$ cat config.mk
export PLATFORM = sky130hd
export DESIGN_NAME = bgi_ram
export DESIGN_NICKNAME = d
export VERILOG_FILES = /design/src/rtl/bgi_ram.sv
export SDC_FILE = /design/constraint.sdc
export NUM_CORES = 1
export LEC_CHECK = 0
export ABC_AREA = 1
export BUFFER_PORTS_ARGS = -buffer_cell sky130_fd_sc_hd__buf_2
export CORE_ASPECT_RATIO = 1.5
export CORE_UTILIZATION = 50
export CTS_CLUSTER_DIAMETER = 30
export DETAILED_ROUTE_END_ITERATION = 16
export PLACE_DENSITY = 0.7
export SETUP_SLACK_MARGIN = 0.2
export SLEW_MARGIN = 20
export SYNTH_ARGS = -nofsm -noshare
export SYNTH_HDL_FRONTEND = slang
export SYNTH_SLANG_ARGS = --single-unit
$ cat constraint.sdc
create_clock -name clock -period 1.14 [get_ports clock]
set_input_delay 0.228 -clock clock [delete_from_list [all_inputs] [get_ports clock]]
set_output_delay 0.228 -clock clock [all_outputs]
set_load 0.05 [all_outputs]
$ cat src/rtl/bgi_ram.sv
// Generic single-port-write, single-port-read RAM with registered read data.
module bgi_ram #(
   parameter int WIDTH = 8,
   parameter int DEPTH = 16
) (
   input  logic                     clock,
   input  logic                     write_en,
   input  logic [$clog2(DEPTH)-1:0] write_addr,
   input  logic [WIDTH-1:0]         write_data,
   input  logic                     read_en,
   input  logic [$clog2(DEPTH)-1:0] read_addr,
   output logic [WIDTH-1:0]         read_data
);

   logic [WIDTH-1:0] mem_ff [DEPTH];
   logic [WIDTH-1:0] read_data_ff;

   // Write port and registered read port.
   always_ff @(posedge clock) begin
      if (write_en) begin
         mem_ff[write_addr] <= write_data;
      end
      if (read_en) begin
         read_data_ff <= mem_ff[read_addr];
      end
   end

   assign read_data = read_data_ff;

endmodule

==> results.sh, run 1 <==
export IMPL_status="finished, violations left"
export IMPL_failed_checks="design-rule violations, negative setup slack"
export IMPL_path_clk_slew_ps=50
export IMPL_setup_tns_ps=-597.0
export IMPL_fmaxAchievable_mhz=802.7
export IMPL_worst_r2r_path_depth=6
export IMPL_worst_slew_pin_slew_ps=447.5
export IMPL_die_area_um2=12140
export IMPL_placed_area_um2=6399
export IMPL_swShare=0.2154
export IMPL_pwr_share_clk=0.440
export IMPL_fin_area_um2=7371
export IMPL_synth_area_per_cell_um2=10.61
export IMPL_post_route_min_period_ps=1246
export IMPL_synth_cell_type_count=11
export IMPL_final_cells=757
export IMPL_firstDrtPassIters=11
export IMPL_grt_pass1_vias=3914
export IMPL_ys_seq_elements=136
export IMPL_crit_buf_inv=1
export IMPL_std_cell_rows=48
export IMPL_holdWs_ps=186.3
export IMPL_final_hold_viol_count=0
export IMPL_antenna_found_initial=0
export IMPL_synth_area_leaders="edfxtp_1 (70%), nand2_1 (11%), nand3_1 (8.3%)"
export IMPL_criticalPathCategory="flop to primary output"
export IMPL_overflow=0
export IMPL_p_seq_frac=0.478
export IMPL_post_route_util=0.6426
export IMPL_synth_ff_type="edfxtp_1"
export IMPL_r2r_end="read_data[0]"
export IMPL_async_flop_share=0
export IMPL_die_height_um=134.4
export IMPL_totalWireLength_mm=13.28
export IMPL_yosysMostFrequentCell="nand2_1"
export IMPL_numCtsBuffers=17
export IMPL_core_um2=11470
export IMPL_end_kind="primary output"
export IMPL_worstHoldStart="read_en"
export IMPL_cts_sinks=136
export IMPL_die_x_um=90.30
export IMPL_leakagePower_nw=3.106
export IMPL_holdPathStages=1
export IMPL_vias=3928
export IMPL_finalPower_mw=11.89
export IMPL_yosys_warnings=0
export IMPL_synth_top_area_frac=0.6985
export IMPL_grt_max_degree=36
export IMPL_grt_pass1_wl_mm=20.53
export IMPL_share_comb_of_total_power=0.082
export IMPL_fin_crit_sh=1.093
export IMPL_skew_ps=7.203
export IMPL_crit_path_max_fanout=1
export IMPL_place_ws_ps=-304.6
export IMPL_hold_class="input pin to flop"
export IMPL_wl_per_cell_um=17.54
export IMPL_clk_latency_ps=420
export IMPL_netlist_instances=551
export IMPL_maxSlewHeadroom=0.7017
export IMPL_htree_levels=4
export IMPL_worst_slack_ps=-105.9
export IMPL_hpwl_mm=8.554
export IMPL_clock_path_buffers=2
export IMPL_cap_violations=0
export IMPL_setup_viol=8
export IMPL_place_inst=726
export IMPL_grt_usage=0.2339
export IMPL_antennaDiodeCount=0
export IMPL_synth_edff_count=136
export IMPL_ctsHoldBuffers=0
export IMPL_via_per_inst=5.189
export IMPL_critical_path_cell_chain="buf_6"
export IMPL_yosys_area_top_type="edfxtp_1"
export IMPL_slowest_delay_ps=430
export IMPL_synth_common_cells="nand2_1 (173), edfxtp_1 (136), inv_1 (100)"
export IMPL_worstReg2RegStart="mem_ff[15][0]"
export IMPL_net_switching_power_mw=2.561
export IMPL_syn_area_um2=5847
export IMPL_drt_iter0_drc=275
export IMPL_synthesis_nets=570
export IMPL_cp_arrival_ps=1020
export IMPL_drc_errors=1
export IMPL_drt_antenna_violating_nets=0
export IMPL_finalMaxSlewViolations=0
export IMPL_cp_slowest_cell="edfxtp_1"
export IMPL_nets=614
export IMPL_place_gp_congestion=0.8556
export IMPL_p_int_mw=9.331
export IMPL_ys_seq_area_frac=0.6985
export IMPL_cts_tree="done"
export IMPL_cts_root_buf="clkbuf_16"
export IMPL_port_buffers=26
export IMPL_synthToLayoutAreaGrowth_pct=26.06
export IMPL_crit_path_start_kind="flop"
export IMPL_critical_path_top_delay_family="flip-flops"
export IMPL_powerDensity_nw_per_um2=1613
export IMPL_rsz0062_at_grt="true"
export IMPL_ios=27
export IMPL_initial_core_util=0.5097
export IMPL_hold_end="read_data[7]"
export IMPL_r2r_slack_ps=30
export IMPL_drive_gt1_frac=0.3081
export IMPL_crit_required_ps=910
export IMPL_ir_worst_vdd_mv=1.178
==> power groups by stage <==
stage	Sequential (mW)	Clock [mW]	Combinational (mW)
after floorplan	5.85	0	0.469
after global placement	5.77	0	0.815
after detailed placement	5.77	0	0.833
after CTS	5.68	5.29	0.932
after global routing	5.69	5.49	1.05
final	5.68	5.24	0.975
==> worst max-delay path by stage <==
stage,from,endpoint,slack (ps),cells past startpoint
final,read_data[5],read_data[5],-110,1
after global routing,read_data[5],read_data[5],-130,1
after CTS,read_data[5],read_data[5],-120,1
after detailed placement,read_addr[0],read_data[3],-300,8
after global placement,read_addr[0],read_data[3],-280,8
after floorplan,write_addr[2],mem_ff[10][0],40,2
==> registers in the layout, summed over array words and instances, names as in the netlist <==
register,cells
mem_ff,128
read_data,8
==> metal layers <==
metal | global-route usage | wire (um)
met1 | 0.2486 | 4938
met4 | 0.1075 | 445
met3 | 0.05839 | 562
met5 | 0 | 0
met2 | 0.4326 | 7332
==> worst register-to-register path: stages (launching register included) <==
cell and delay (ps):
edfxtp_1 370, inv_1 70, nand2_1 60, nand3_2 90, nand3_2 120, nand3_2 120, nand2_1 50
==> placed cells by master, fill, tap and decap left out <==
| cell | synthesis | layout |
|---|---|---|
| nand3_2 | 0 | 63 |
| edfxtp_1 | 136 | 136 |
| nand3b_1 | 2 | 2 |
| buf_12 | 0 | 6 |
| bufinv_16 | 0 | 3 |
| inv_2 | 2 | 4 |
| clkinv_2 | 0 | 3 |
| nand3_1 | 97 | 32 |
| clkinvlp_4 | 0 | 2 |
| nand2_4 | 0 | 1 |
| buf_2 | 13 | 17 |
| clkbuf_1 | 0 | 3 |
| buf_6 | 6 | 9 |
| nand2_1 | 173 | 149 |
| nand2_2 | 0 | 23 |
| nor2_4 | 0 | 9 |
| inv_4 | 0 | 3 |
| nor2_2 | 0 | 8 |
| nand3_4 | 0 | 2 |
| buf_4 | 4 | 17 |
| inv_1 | 100 | 95 |
| clkinv_1 | 0 | 3 |
| clkbuf_16 | 0 | 17 |
==> final cells by class <==
type / count / area [um^2]
repair buffers: 49 / 434.2
multi-input cells: 289 / 1707
well taps: 150 / 187.7
clock inverters: 11 / 131.4
flip-flops and latches: 136 / 4084
fillers: 841 / 4100
clock buffers: 20 / 436.7
inverters: 102 / 390.4
==> timing repair <==
item | CTS | global route
gates resized for setup | 60 | 36
pin swaps | 40 | 27
endpoints found under the setup margin | 16 | 45
setup buffers | 0 | 0
==> logic make-up (layout without fill, tap and decap cells) <==
group | count (synthesis) | in the layout | synth area share
flip-flops | 136 | 136 | 0.6985
buffers and inverters | 126 | 182 | 0.09394
AND/OR/NAND/NOR | 289 | 289 | 0.2076
No activity file was read; power rests on OpenSTA's default activity.
==> inputs of run 2 (changes only) <==
ABC_CLOCK_PERIOD_IN_PS = 1140   (was unset)
CTS_BUF_LIST = sky130_fd_sc_hd__clkbuf_16   (was unset)
==> results.sh, run 2 (synthesis gave the netlist of run 1 again) <==
export IMPL_finalPower_mw=11.86
export IMPL_overflow=0
export IMPL_cap_violations=0
export IMPL_drc_errors=1
export IMPL_maxSlewHeadroom=0.7049
export IMPL_core_um2=11470
export IMPL_std_cell_rows=48
export IMPL_critical_path_top_delay_family="flip-flops"
export IMPL_critical_path_cell_chain="buf_6"
export IMPL_place_gp_congestion=0.8556
export IMPL_via_per_inst=5.170
export IMPL_end_kind="primary output"
export IMPL_hpwl_mm=8.554
export IMPL_die_area_um2=12140
export IMPL_firstDrtPassIters=11
export IMPL_grt_usage=0.2339
export IMPL_finalMaxSlewViolations=0
export IMPL_slowest_delay_ps=420
export IMPL_ir_worst_vdd_mv=1.174
export IMPL_die_height_um=134.4
export IMPL_clock_path_buffers=2
export IMPL_place_ws_ps=-304.6
export IMPL_worst_slack_ps=-103.4
export IMPL_layout_common_cells="nand2_1 (149), edfxtp_1 (136), inv_1 (98), nand3_2 (63), nand3_1 (32)"
export IMPL_rsz0062_at_grt="true"
export IMPL_fmaxAchievable_mhz=804.2
export IMPL_fin_crit_sh=1.091
export IMPL_crit_cells=1
export IMPL_nets=614
export IMPL_postCtsSetupBuffers=0
export IMPL_endpoint="read_data[5]"
export IMPL_cp_slowest_cell="edfxtp_1"
export IMPL_final_common_cell="nand2_1"
export IMPL_powerDensity_nw_per_um2=1610
export IMPL_drt_antenna_violating_nets=0
export IMPL_hold_class="input pin to flop"
export IMPL_met3_length_um=714
export IMPL_met1_length_mm=4.779
export IMPL_grt_pass1_wl_mm=20.53
export IMPL_die_x_um=90.30
export IMPL_top_register="mem_ff"
export IMPL_port_buffers=26
export IMPL_top_layer_used="met4"
export IMPL_largest_reg_flops=128
export IMPL_criticalPathCategory="flop to primary output"
export IMPL_cts_tree="done"
export IMPL_place_inst=726
export IMPL_fillers=841
export IMPL_antenna_found_initial=0
export IMPL_crit_buf_inv=1
export IMPL_worstReg2RegStart="mem_ff[15][0]"
export IMPL_clk_latency_ps=420
export IMPL_multi_input_area_um2=1707
export IMPL_drive_gt1_frac=0.3081
export IMPL_status="finished, violations left"
export IMPL_worst_slew_pin_slew_ps=442.6
export IMPL_ios=27
export IMPL_numCtsBuffers=17
export IMPL_seq_area_um2=4084
export IMPL_setup_viol=8
export IMPL_drt_iter0_drc=274
export IMPL_grt_pass1_vias=3914
export IMPL_vias=3914
export IMPL_crit_required_ps=910
export IMPL_worst_r2r_path_depth=6
export IMPL_final_hold_viol_count=0
export IMPL_htree_levels=4
export IMPL_post_route_min_period_ps=1243
export IMPL_final_cells=757
export IMPL_synthToLayoutAreaGrowth_pct=26.06
export IMPL_initial_core_util=0.5097
export IMPL_leakagePower_nw=3.119
export IMPL_path_clk_slew_ps=50
export IMPL_cts_root_buf="clkbuf_16"
export IMPL_wl_met2_mm=7.275
export IMPL_crit_start="read_data[5]"
export IMPL_crit_path_start_kind="flop"
export IMPL_failed_checks="design-rule violations, negative setup slack"
export IMPL_antennaDiodeCount=0
export IMPL_totalWireLength_mm=13.19
export IMPL_r2r_end="read_data[0]"
export IMPL_r2r_slack_ps=20
export IMPL_skew_ps=9.303
export IMPL_cts_sinks=136
export IMPL_cp_arrival_ps=1020
export IMPL_wl_per_cell_um=17.42
export IMPL_grt_max_degree=36
export IMPL_crit_path_max_fanout=1
run 2: cell types whose count changed in the layout (fill, tap and decap cells not counted), sizes merged:
cell,delta
clkbuf,-3
inv,+3
run 2: final cells by class:
cell class              count  share of cell area
repair buffers             49             0.05890
well taps                 150             0.02546
inverters                 102             0.05296
clock buffers              17             0.05772
multi-input cells         289              0.2315
flip-flops and latches    136              0.5541
clock inverters            14             0.01935
run 2: layer usage:
layer,track usage,up-vias
met1,0.2486,1897
li1,-,1873
met2,0.4326,117
met3,0.05839,27
met4,0.1075,0
met5,0,-
run 2: repair_timing:
| item | in CTS | in global routing |
|---|---|---|
| pin swaps | 40 | 27 |
| hold endpoints to repair | 0 | 0 |
| setup endpoints to repair | 16 | 45 |
| hold buffers | 0 | 0 |
| gates resized for setup | 60 | 36 |
run 2: power breakdown:
part / leakage [nW] / switching, mW / internal [mW]
clock network: 0.285 / 1.86 / 3.35
registers: 1.24 / 0.0401 / 5.64
logic: 1.60 / 0.663 / 0.310
total: 3.12 / 2.56 / 9.30
run 2: worst min-delay path by stage:
stage	startpoint	to	cells past startpoint
finish	read_en	read_data[7]	1
global route	read_en	read_data[7]	1
CTS	read_en	read_data[7]	1
detailed placement	read_en	read_data[4]	1
global placement	read_en	read_data[2]	1
floorplan	write_data[0]	mem_ff[0][0]	0
run 2: stage by stage:
stage | setup TNS (ps) | hold WS [ps] | area (um^2) | utilization
floorplan | 0 | 326.9 | 6085 | -
global placement | -14290 | 615.3 | 6399 | 0.5578
detailed placement | -17610 | 608.1 | 6399 | 0.5578
CTS | -725.9 | 173.1 | 7227 | 0.6300
global route | -815.3 | 179.5 | 7371 | 0.6426
finish | -586.0 | 181.7 | 7371 | 0.6426
